### config.mk
export PLATFORM = sky130hd
export DESIGN_NAME = packbits_scanline_decoder_core
export DESIGN_NICKNAME = d
export VERILOG_FILES = /design/src/rtl/pbsd_pkg.sv /design/src/rtl/packbits_scanline_decoder_core.sv
export SDC_FILE = /design/constraint.sdc
export NUM_CORES = 1
export LEC_CHECK = 0
export BUFFER_PORTS_ARGS = -buffer_cell sky130_fd_sc_hd__buf_2
export CORE_ASPECT_RATIO = 1.4
export CORE_UTILIZATION = 56
export DETAILED_ROUTE_END_ITERATION = 16
export GPL_TIMING_DRIVEN = 0
export PLACE_DENSITY = 0.78
export SYNTH_ARGS = -nofsm -noshare
export SYNTH_HDL_FRONTEND = slang
export SYNTH_SLANG_ARGS = --single-unit
### constraint.sdc
create_clock -name aclk -period 11.83 [get_ports aclk]
set_clock_uncertainty 0.05 [all_clocks]
set_input_delay 1.7745 -clock aclk [delete_from_list [all_inputs] [get_ports aclk]]
set_output_delay 1.7745 -clock aclk [all_outputs]
set_load 0.01 [all_outputs]
### src/rtl/pbsd_pkg.sv
// ----------------------------------------------------------------------------
// pbsd_pkg
// Shared types, register map and helpers for the PackBits scanline decoder.
// ----------------------------------------------------------------------------
`default_nettype none

package pbsd_pkg;

    // Stream widths
    localparam int unsigned S_TDATA_W = 8;
    localparam int unsigned M_TDATA_W = 24;
    localparam int unsigned M_TUSER_W = 1;

    // Configuration port
    localparam int unsigned APB_ADDR_W = 5;
    localparam int unsigned APB_DATA_W = 32;

    typedef logic [2:0] cfg_index_t;
    localparam cfg_index_t REG_ROW_UNITS    = 3'd0;
    localparam cfg_index_t REG_ROW_TOTAL    = 3'd1;
    localparam cfg_index_t REG_PREFIX_BYTES = 3'd2;
    localparam cfg_index_t REG_WORD_MODE    = 3'd3;
    localparam cfg_index_t REG_TRIM_ODD     = 3'd4;

    // Decoder phases
    typedef logic [2:0] phase_t;
    localparam phase_t PH_START  = 3'd0;
    localparam phase_t PH_PREFIX = 3'd1;
    localparam phase_t PH_HEADER = 3'd2;
    localparam phase_t PH_RUN_HI = 3'd3;
    localparam phase_t PH_RUN_LO = 3'd4;
    localparam phase_t PH_LIT_HI = 3'd5;
    localparam phase_t PH_LIT_LO = 3'd6;
    localparam phase_t PH_DONE   = 3'd7;

    // Header codes
    localparam logic [7:0] HDR_NOP       = 8'h80;
    localparam logic [8:0] RUN_BASE      = 9'h101;
    localparam logic [7:0] MAX_REPEAT    = 8'h80;

    // Reset values of the registers
    localparam logic [15:0] ROW_UNITS_RST    = 16'd1;
    localparam logic [15:0] ROW_TOTAL_RST    = 16'd1;
    localparam logic [1:0]  PREFIX_BYTES_RST = 2'd2;

    // A 555 pixel widened to 565: green moves up one bit and gains a zero LSB.
    function automatic logic [15:0] widen_pixel(input logic [15:0] v);
        return {v[14:5], 1'b0, v[4:0]};
    endfunction

endpackage

`default_nettype wire

### src/rtl/packbits_scanline_decoder_core.sv
// ----------------------------------------------------------------------------
// packbits_scanline_decoder_core
// Decodes a PackBits byte stream into (unit, repeat count) results per row.
// ----------------------------------------------------------------------------
//  Channel   Direction  Beat contents
//  s_*       in         tdata[7:0] data_byte
//  m_*       out        tdata[15:0] unit_value, tdata[23:16] repeat_count,
//                       tlast row_end, tuser[0] image_end
//  APB       in/out     registers row_units, row_total, prefix_bytes,
//                       word_mode, trim_odd at byte addresses 0x00 to 0x10
//
// One byte is accepted per cycle while the input register can take it;
// a byte that yields a result loads the result register once it is processed,
// from which its beat is offered; a full result register can delay processing.
// Synchronous reset on aresetn returns all but the data registers to defaults.
// A stalled result register holds the input side only once the input register
// is also full; otherwise bytes keep flowing.
`default_nettype none

module packbits_scanline_decoder_core (
    input  wire logic                                aclk,
    input  wire logic                                aresetn,
    // Input stream; tdata: [7:0] data_byte
    input  wire logic                                s_tvalid,
    output      logic                                s_tready,
    input  wire logic [pbsd_pkg::S_TDATA_W-1:0]      s_tdata,
    // Result stream; tdata: [15:0] unit_value, [23:16] repeat_count
    output      logic                                m_tvalid,
    input  wire logic                                m_tready,
    output      logic [pbsd_pkg::M_TDATA_W-1:0]      m_tdata,
    output      logic                                m_tlast,
    // tuser: [0] image_end
    output      logic [pbsd_pkg::M_TUSER_W-1:0]      m_tuser,
    // Configuration
    input  wire logic                                psel,
    input  wire logic                                penable,
    input  wire logic                                pwrite,
    input  wire logic [pbsd_pkg::APB_ADDR_W-1:0]     paddr,
    input  wire logic [pbsd_pkg::APB_DATA_W-1:0]     pwdata,
    output      logic [pbsd_pkg::APB_DATA_W-1:0]     prdata,
    output      logic                                pready
);

    // Configuration registers
    logic [15:0] row_units_reg;
    logic [15:0] row_total_reg;
    logic [1:0]  prefix_bytes_reg;
    logic        word_mode_reg;
    logic        trim_odd_reg;

    logic                 cfg_write;
    pbsd_pkg::cfg_index_t cfg_index;

    // Input register
    logic       in_valid_reg;
    logic [7:0] in_byte_reg;

    // Decoder state
    pbsd_pkg::phase_t phase_reg, phase_next;
    logic [1:0]  prefix_left_reg, prefix_left_next;
    logic [7:0]  literal_left_reg, literal_left_next;
    logic [7:0]  run_length_reg, run_length_next;
    logic [7:0]  high_byte_reg, high_byte_next;
    logic [16:0] column_count_reg, column_count_next;
    logic [15:0] row_index_reg, row_index_next;

    // Result register
    logic        out_valid_reg;
    logic [15:0] unit_value_reg;
    logic [7:0]  repeat_count_reg;
    logic        row_end_reg;
    logic        image_end_reg;

    logic        fire;
    logic        emit_req;
    logic        emit_close;
    logic [15:0] emit_value;
    logic [7:0]  emit_count;
    logic [7:0]  count_out;
    logic [16:0] col_sum;
    logic        row_done;
    logic        last_row;
    logic [7:0]  lit_dec;
    logic [15:0] word_pixel;

    // ------------------------------------------------------------------------
    // Configuration port
    // ------------------------------------------------------------------------
    assign pready    = 1'b1;
    assign cfg_write = psel && penable && pwrite && pready;
    assign cfg_index = paddr[pbsd_pkg::APB_ADDR_W-1:2];

    always_ff @(posedge aclk) begin
        if (!aresetn) begin
            row_units_reg    <= pbsd_pkg::ROW_UNITS_RST;
            row_total_reg    <= pbsd_pkg::ROW_TOTAL_RST;
            prefix_bytes_reg <= pbsd_pkg::PREFIX_BYTES_RST;
            word_mode_reg    <= 1'b0;
            trim_odd_reg     <= 1'b0;
        end else if (cfg_write) begin
            case (cfg_index)
                pbsd_pkg::REG_ROW_UNITS:    row_units_reg    <= pwdata[15:0];
                pbsd_pkg::REG_ROW_TOTAL:    row_total_reg    <= pwdata[15:0];
                pbsd_pkg::REG_PREFIX_BYTES: prefix_bytes_reg <= pwdata[1:0];
                pbsd_pkg::REG_WORD_MODE:    word_mode_reg    <= pwdata[0];
                pbsd_pkg::REG_TRIM_ODD:     trim_odd_reg     <= pwdata[0];
                default: ;
            endcase
        end
    end

    always_comb begin
        case (cfg_index)
            pbsd_pkg::REG_ROW_UNITS:    prdata = {16'd0, row_units_reg};
            pbsd_pkg::REG_ROW_TOTAL:    prdata = {16'd0, row_total_reg};
            pbsd_pkg::REG_PREFIX_BYTES: prdata = {30'd0, prefix_bytes_reg};
            pbsd_pkg::REG_WORD_MODE:    prdata = {31'd0, word_mode_reg};
            pbsd_pkg::REG_TRIM_ODD:     prdata = {31'd0, trim_odd_reg};
            default:                    prdata = '0;
        endcase
    end

    // ------------------------------------------------------------------------
    // Handshake: the held byte is processed once the result register is free
    // or being emptied in the same cycle.
    // ------------------------------------------------------------------------
    assign fire     = in_valid_reg && (!out_valid_reg || m_tready);
    assign s_tready = !in_valid_reg || fire;

    always_ff @(posedge aclk) begin
        if (!aresetn) begin
            in_valid_reg <= 1'b0;
        end else if (s_tready) begin
            in_valid_reg <= s_tvalid;
        end
    end

    always_ff @(posedge aclk) begin
        if (s_tready && s_tvalid) begin
            in_byte_reg <= s_tdata;
        end
    end

    // ------------------------------------------------------------------------
    // Byte decode
    // ------------------------------------------------------------------------
    assign lit_dec    = literal_left_reg - 8'd1;
    assign word_pixel = pbsd_pkg::widen_pixel({high_byte_reg, in_byte_reg});

    always_comb begin
        phase_next        = phase_reg;
        prefix_left_next  = prefix_left_reg;
        literal_left_next = literal_left_reg;
        run_length_next   = run_length_reg;
        high_byte_next    = high_byte_reg;
        emit_req          = 1'b0;
        emit_close        = 1'b0;
        emit_value        = {8'd0, in_byte_reg};
        emit_count        = 8'd1;

        case (phase_reg)
            pbsd_pkg::PH_START: begin
                if (prefix_bytes_reg != 2'd0) begin
                    prefix_left_next = prefix_bytes_reg - 2'd1;
                    phase_next = (prefix_bytes_reg == 2'd1) ? pbsd_pkg::PH_HEADER
                                                            : pbsd_pkg::PH_PREFIX;
                end else if (in_byte_reg == pbsd_pkg::HDR_NOP) begin
                    phase_next = pbsd_pkg::PH_HEADER;
                end else if (in_byte_reg[7]) begin
                    run_length_next = 8'(pbsd_pkg::RUN_BASE - {1'b0, in_byte_reg});
                    phase_next      = pbsd_pkg::PH_RUN_HI;
                end else begin
                    literal_left_next = in_byte_reg + 8'd1;
                    phase_next        = pbsd_pkg::PH_LIT_HI;
                end
            end
            pbsd_pkg::PH_PREFIX: begin
                prefix_left_next = prefix_left_reg - 2'd1;
                if (prefix_left_reg == 2'd1) begin
                    phase_next = pbsd_pkg::PH_HEADER;
                end
            end
            pbsd_pkg::PH_HEADER: begin
                if (in_byte_reg == pbsd_pkg::HDR_NOP) begin
                    phase_next = pbsd_pkg::PH_HEADER;
                end else if (in_byte_reg[7]) begin
                    run_length_next = 8'(pbsd_pkg::RUN_BASE - {1'b0, in_byte_reg});
                    phase_next      = pbsd_pkg::PH_RUN_HI;
                end else begin
                    literal_left_next = in_byte_reg + 8'd1;
                    phase_next        = pbsd_pkg::PH_LIT_HI;
                end
            end
            pbsd_pkg::PH_RUN_HI: begin
                if (word_mode_reg) begin
                    high_byte_next = in_byte_reg;
                    phase_next     = pbsd_pkg::PH_RUN_LO;
                end else begin
                    emit_req   = 1'b1;
                    emit_close = 1'b1;
                    emit_count = run_length_reg;
                end
            end
            pbsd_pkg::PH_RUN_LO: begin
                emit_req   = 1'b1;
                emit_close = 1'b1;
                emit_value = word_pixel;
                emit_count = run_length_reg;
            end
            pbsd_pkg::PH_LIT_HI: begin
                if (word_mode_reg) begin
                    high_byte_next = in_byte_reg;
                    phase_next     = pbsd_pkg::PH_LIT_LO;
                end else begin
                    literal_left_next = lit_dec;
                    emit_req          = 1'b1;
                    emit_close        = (lit_dec == 8'd0);
                end
            end
            pbsd_pkg::PH_LIT_LO: begin
                literal_left_next = lit_dec;
                phase_next        = pbsd_pkg::PH_LIT_HI;
                emit_req          = 1'b1;
                emit_close        = (lit_dec == 8'd0);
                emit_value        = word_pixel;
            end
            default: ;
        endcase
    end

    // Row and image accounting for an emitted unit.
    assign col_sum   = column_count_reg + {9'd0, emit_count};
    assign row_done  = emit_close && (col_sum >= {1'b0, row_units_reg});
    assign last_row  = ({1'b0, row_index_reg} + 17'd1) >= {1'b0, row_total_reg};
    assign count_out = (trim_odd_reg && row_done && emit_count != 8'd0)
                       ? emit_count - 8'd1 : emit_count;

    always_comb begin
        column_count_next = column_count_reg;
        row_index_next    = row_index_reg;
        if (emit_req) begin
            column_count_next = col_sum;
            if (row_done) begin
                column_count_next = '0;
                if (!last_row) begin
                    row_index_next = row_index_reg + 16'd1;
                end
            end
        end
    end

    always_ff @(posedge aclk) begin
        if (!aresetn) begin
            phase_reg        <= pbsd_pkg::PH_START;
            prefix_left_reg  <= pbsd_pkg::PREFIX_BYTES_RST;
            literal_left_reg <= '0;
            run_length_reg   <= '0;
            high_byte_reg    <= '0;
            column_count_reg <= '0;
            row_index_reg    <= '0;
        end else if (fire) begin
            prefix_left_reg  <= prefix_left_next;
            literal_left_reg <= literal_left_next;
            run_length_reg   <= run_length_next;
            high_byte_reg    <= high_byte_next;
            column_count_reg <= column_count_next;
            row_index_reg    <= row_index_next;
            if (emit_req && row_done) begin
                phase_reg <= last_row ? pbsd_pkg::PH_DONE : pbsd_pkg::PH_START;
            end else if (emit_req && emit_close) begin
                phase_reg <= pbsd_pkg::PH_HEADER;
            end else begin
                phase_reg <= phase_next;
            end
        end
    end

    // ------------------------------------------------------------------------
    // Result register
    // ------------------------------------------------------------------------
    always_ff @(posedge aclk) begin
        if (!aresetn) begin
            out_valid_reg <= 1'b0;
        end else if (fire && emit_req) begin
            out_valid_reg <= 1'b1;
        end else if (m_tready) begin
            out_valid_reg <= 1'b0;
        end
    end

    always_ff @(posedge aclk) begin
        if (fire && emit_req) begin
            unit_value_reg   <= emit_value;
            repeat_count_reg <= count_out;
            row_end_reg      <= row_done;
            image_end_reg    <= row_done && last_row;
        end
    end

    assign m_tvalid = out_valid_reg;
    assign m_tdata  = {repeat_count_reg, unit_value_reg};
    assign m_tlast  = row_end_reg;
    assign m_tuser  = image_end_reg;

endmodule

`default_nettype wire

# Word-level counts from Yosys, hierarchy flattened
# Cells that the tools add are included.
[totals]
regBits = 133
wordCells = 125
[classes]
add_sub_neg = 9
magnitude_cmp = 2
eq_ne = 19
muxes = 34
bitwise_logic = 1
n_reduce_logical = 39
[op_table]
columns = ["cell", "count"]
rows = [
  ["$mux 8", 10],
  ["$pmux 16 s5", 1],
  ["$ge 17x16->1", 2],
  ["$pmux 8 s2", 2],
  ["$pmux 8 s4", 1],
  ["$mux 3", 9],
  ["$pmux 3 s6", 1],
  ["$add 16x1->17 const B", 1],
  ["$add 17x8->17", 1],
  ["$mux 17", 1],
  ["$add 16x1->16 const B", 1],
  ["$reduce_bool 8->1", 2],
  ["$sub 8x1->8 const B", 2],
  ["$eq 3x2->1 const B", 4],
  ["$eq 3x3->1 const B", 4],
  ["$ne 4x4->1 const B", 3],
  ["$reduce_and 2->1", 6],
  ["$logic_and 1x1->1", 11],
  ["$reduce_and 3->1", 3],
  ["$add 8x1->8 const B", 1],
  ["$eq 8x8->1 const B", 1],
  ["$logic_not 8->1", 1],
  ["$reduce_and 4->1", 2],
  ["$reduce_bool 2->1", 4],
  ["other kinds (17)", 30],
]

# Depth between registers and ports, before layout
[logic_depth]
depth_word = 8
depth_mapped = 23

# Worst setup path after synthesis
# Ideal clock, no wire load.
[synth_timing]
kind = "flip-flop to flip-flop"
from = "register phase_reg[1]"
to = "register column_count_reg[12]"
setup_time_ps = 74
t_arrival_ps = 4878
required_time_ps = 11706
slack_ps = 6827
path_stages_with_launch = 23
period_less_slack_ps = 5003
cell_sequence = "dfxtp_1 clkbuf_1 and2b_1 nand3_1 o21ai_1 nand2_1 inv_1 ha_1 a211oi_1 o21bai_1 a31o_2 a41oi_1 nor3_1 xor2_1 ha_1 and3_1 a221o_1 a41o_1 o21bai_2 buf_4 inv_2 or4_1 a31oi_1"
[synth_between]
elab_chain_cells = 6
word_cells_on_any_way = 14
classes_between = "add/sub: 1; order compare: 1; eq/ne: 4; mux: 4; reduce/logical: 4"
[synth_rtl]
columns = ["item", "line", "source"]
rows = [
  ["start, declared", "packbits_scanline_decoder_core.sv:59", "pbsd_pkg::phase_t phase_reg, phase_next;"],
  ["start signal, assigned", "packbits_scanline_decoder_core.sv:254", "phase_reg <= pbsd_pkg::PH_START;"],
  ["start signal, assigned", "packbits_scanline_decoder_core.sv:269", "phase_reg <= last_row ? pbsd_pkg::PH_DONE : pbsd_pkg::PH_START;"],
  ["start signal, assigned", "packbits_scanline_decoder_core.sv:271", "phase_reg <= pbsd_pkg::PH_HEADER;"],
  ["$eq 3x3->1 / $eq 3x2->1 (equally long branches)", "packbits_scanline_decoder_core.sv:161", "case (phase_reg)"],
  ["$pmux 8 s2", "packbits_scanline_decoder_core.sv:161", ""],
  ["$add 17x8->17", "packbits_scanline_decoder_core.sv:232", "assign col_sum = column_count_reg + {9'd0, emit_count};"],
  ["$ge 17x16->1", "packbits_scanline_decoder_core.sv:233", "assign row_done = emit_close && (col_sum >= {1'b0, row_units_reg});"],
  ["$logic_and 1x1->1 (*)", "packbits_scanline_decoder_core.sv:233", ""],
  ["named net row_done", "packbits_scanline_decoder_core.sv:81", "logic row_done;"],
  ["$mux 17 (*)", "packbits_scanline_decoder_core.sv:243", "if (row_done) begin"],
  ["end signal, assigned", "packbits_scanline_decoder_core.sv:266", "column_count_reg <= column_count_next;"],
  ["end, declared", "packbits_scanline_decoder_core.sv:64", "logic [16:0] column_count_reg, column_count_next;"],
]
# Mark *: on every way through the listed nets, which the timed path passes. The rest lies on a longest branch.
# A chain may end at the register's enable or synchronous reset.

# Final worst setup path
[layout_timing]
from = "register phase_reg[0]"
to = "register row_index_reg[1]"
[layout_between]
elab_chain_cells = 6
word_cells_on_any_way = 13
classes_between = "add/sub: 1; order compare: 1; eq/ne: 4; mux: 3; reduce/logical: 4"
[layout_rtl]
columns = ["item", "line", "source"]
rows = [
  ["$eq 3x3->1 / $eq 3x2->1 (equally long branches)", "packbits_scanline_decoder_core.sv:161", ""],
  ["$pmux 8 s2", "packbits_scanline_decoder_core.sv:161", ""],
  ["$add 17x8->17", "packbits_scanline_decoder_core.sv:232", ""],
  ["$ge 17x16->1", "packbits_scanline_decoder_core.sv:233", ""],
  ["$logic_and 1x1->1", "packbits_scanline_decoder_core.sv:233", ""],
  ["$reduce_and 4->1 (no source line) (*)", "--", ""],
  ["end signal, assigned", "packbits_scanline_decoder_core.sv:267", "row_index_reg <= row_index_next;"],
  ["end, declared", "packbits_scanline_decoder_core.sv:65", "logic [15:0] row_index_reg, row_index_next;"],
]
# Mark *: on every way between the ends. The rest lies on a longest branch, timed or not.

==> metrics.yaml <==
worst_setup_path:
  worst-setup-path-type: "register to register"
  cp_data_required_time_ns: 12.13
  slowest_stage: "o21ai_1"
  critPathCaptureType: "register"
  start_kind: "register"
  slowest_delay_ns: 0.64
  path_cells: "clkbuf_1 > nand2b_1 > o21ai_1 > nand2_1 > inv_1 > ha_1 > a211oi_1 > o21bai_1 > a31o_2 > a41oi_1 > nor3_1 > xor2_1 > ha_1 > and3_1 > a221o_1 > a41o_1 > o21bai_2 > clkbuf_1 > buf_2 > o21ai_0 > a21oi_1"
  crit_arrival_ns: 6.53
  crit_fanout: 10
placed_design:
  dpl_cell_area_um2: 8540
  port_buffers: 76
  dp_slack_ns: 5.73
  dp_hpwl_mm: 14.8
  place.gp.congestion: 0.916
global_routing:
  grt_use_total: 0.282
  grt_max_degree: 36
  grt_pass1_wl_mm: 31.3
  overflow: 0
  antenna_found_initial: 0
  grt_pass1_vias: 6688
finish:
  multi_input_area_um2: 4370
  largest_reg_flops: 17
  filler_cell_count: 1185
  final_area_um2: 9150
  synthToLayoutAreaGrowth_pct: 16.2
  antenna_cells: 0
  register_area_um2: 3000
  nets: 1167
  drive_gt1_frac: 0.138
floorplanning:
  die_y_um: 142
  initial_utilization: 0.580
  dieArea_um2: 14500
  die_w_um: 102
  coreArea_um2: 13600
  io_pins: 113
  num_rows: 50
logic_synthesis:
  synthMuxAreaShare: 0.0461
  synth_compound_area_frac: 0.149
  syn_inst: 951
  yosys_warnings: 0
  synth_xor_xnor_area_share: 0.0489
  yosysTopAreaCell: "dfxtp_1"
  synth-simple-area-share: 0.217
  synth_seq_area_share: 0.381
  avgSynthCellArea_um2: 8.28
  synth_top_family_by_area: "simple AND/OR/NAND/NOR gates"
  yosys_register_bits: 133
  synth_cell_types: 69
  yosys_most_used_dff: "dfxtp_1"
  synth_adder_area_share: 0.0852
  yosys-top-cells-area: "dfxtp_1 (25%), edfxtp_1 (13%), ha_1 (8.3%)"
  syn_area_um2: 7870
  synth.top_cell.area_share: 0.252
  synthArstFlopShare: 0
  synth_edf_count: 34
drt:
  ant_nets: 0
  drc: 0
  wl_mm: 19.7
  vias: 7057
  vias_per_cell: 5.61
  wl_per_cell_um: 15.7
  drtIter0Drc: 453
  drtPass1Iterations: 6
pwr:
  power_mw: 1.14
  leakagePower_nw: 3.66
  vdd_drop_max_mv: 0.0881
  powerDensity_nw_per_um2: 124
clocking:
  postCtsResizedCells: 0
  clock_sinks: 133
  cts.reportedPaths.clkPinSlew_ns: 0.06
  numCtsBuffers: 17
  htreeDepth: 4
  cts_setup_buffers: 0
  clkLatencyLatePin_ns: 0.43
  cts_tree: "done"
  cts_hold_buf: 0
  clockBufferDepth: 2
  cts_root_buffer: "clkbuf_16"
timing:
  fmax_mhz: 161
  setup_tns_ns: 0
  max_slew_margin: 0.163
  period_needed_ns: 6.23
  tightest_slew_ns: 1.24
  grt_setup_unrepaired: "no"
  final_hold_viol_count: 0
  setup_viol: 0
  finalMaxSlewViolations: 0
  fin_crit_sh: 0.526
  fin_ws_ns: 5.60
run_status:
  run_status: "completed"
min_path:
  hp-class: "register to register"
job:
  max_cap_viol_count: 0
[logic make-up (layout without fill, tap and decap cells)]
| family | count (synthesis) | after routing |
|---|---|---|
| adder cells (fa/ha/maj) | 53 | 53 |
| AO/OA/AOI/OAI | 193 | 193 |
| multiplexers | 36 | 36 |
| flip-flops | 133 | 133 |
| AND/OR/NAND/NOR | 360 | 360 |
| other | 2 | 17 |
| XOR/XNOR | 44 | 44 |
| buffers and inverters | 130 | 239 |
[cell usage after synthesis (2+ instances only)]
library cell and number:
clkbuf_1 44, a211oi_1 8, o211ai_1 6, nand2_1 138
o221ai_1 2, and3_1 7, mux2i_1 34, conb_1 2
nand4_1 6, buf_2 5, or3_1 6, buf_4 18
a31o_2 2, xor2_1 15, edfxtp_1 34, o21a_1 4
o21ai_0 32, or4_1 17, nor2b_1 7, or2_2 4
inv_1 59, a22oi_1 2, nand2b_1 13, xnor2_1 29
a21o_1 5, a31oi_1 13, and2_1 14, nor3_1 12
ha_1 52, o31ai_1 11, dfxtp_1 99, nor2_1 70
o21ai_1 3, buf_1 2, a21oi_1 86, nor4b_1 2
mux2_2 2, nor4_1 13, nand3_1 41, nand3b_1 3
[area by class of cell]
class / count / share of cell area
plain buffers: 69 / 0.0365
clock buffers: 18 / 0.0480
clock inverters: 14 / 0.0180
inverters: 61 / 0.0250
multi-input cells: 703 / 0.477
flip-flops and latches: 133 / 0.328
well taps: 182 / 0.0249
repair buffers: 77 / 0.0424
[through the flow]
| step | util | hold WS (ns) | cells |
|---|---|---|---|
| 6_report | 0.674 | 0.398 | 1257 |
| 5_1_grt | 0.674 | 0.407 | 1257 |
| 4_1_cts | 0.674 | 0.397 | 1256 |
| 3_5_place_dp | 0.629 | 0.386 | 1224 |
| 3_3_place_gp | 0.629 | 0.377 | 1224 |
| 2_1_floorplan | - | 0.374 | 966 |
[per-layer routing]
layer,track usage,vias to the layer above,routed length [µm]
li1,-,3512,-
met5,0,-,0
met4,0.166,0,973
met1,0.295,3250,7780
met2,0.513,228,10200
met3,0.0550,67,761
[critical path: cells and delay by family (launching register included)]
family / cells / cell delay (ns)
AOI/OAI and AO/OA: 10 / 2.97
buffers and inverters: 4 / 1.13
and+or+nand+nor: 4 / 0.94
adders and majority gates: 2 / 0.57
DFF: 1 / 0.29
xor gates and xnor gates: 1 / 0.19
[power breakdown]
part,internal [mW],switching [mW],total (mW)
sequential,0.475,0.00725,0.483
combinational,0.0415,0.0726,0.114
clock,0.322,0.218,0.540
[layout by cell type (no fill, tap or decap), types with 14 or more instances in the layout]
cell       Yosys  final
a21oi_1       86     86
or4_1         17     17
clkbuf_16      0     17
buf_4         18     18
conb_1         2     17
ha_1          52     52
xnor2_1       29     29
nor2_1        70     70
xor2_1        15     15
nand3_1       41     41
and2_1        14     14
o21ai_0       32     32
inv_1         59     59
mux2i_1       34     34
edfxtp_1      34     34
nand2_1      138    138
clkbuf_1      44     43
dfxtp_1       99     99
buf_2          5     81
[final timing paths]
kind             startpoint           endpoint  slack (ns)  depth (start not counted)
max            phase_reg[0]   row_index_reg[1]        5.60                         21
min          in_byte_reg[4]  unit_value_reg[4]        0.40                          0
max reg2reg    phase_reg[0]   row_index_reg[1]        5.60                         21
min reg2reg  in_byte_reg[4]  unit_value_reg[4]        0.40                          0
Note: power is estimated with default switching activity, not from simulation.
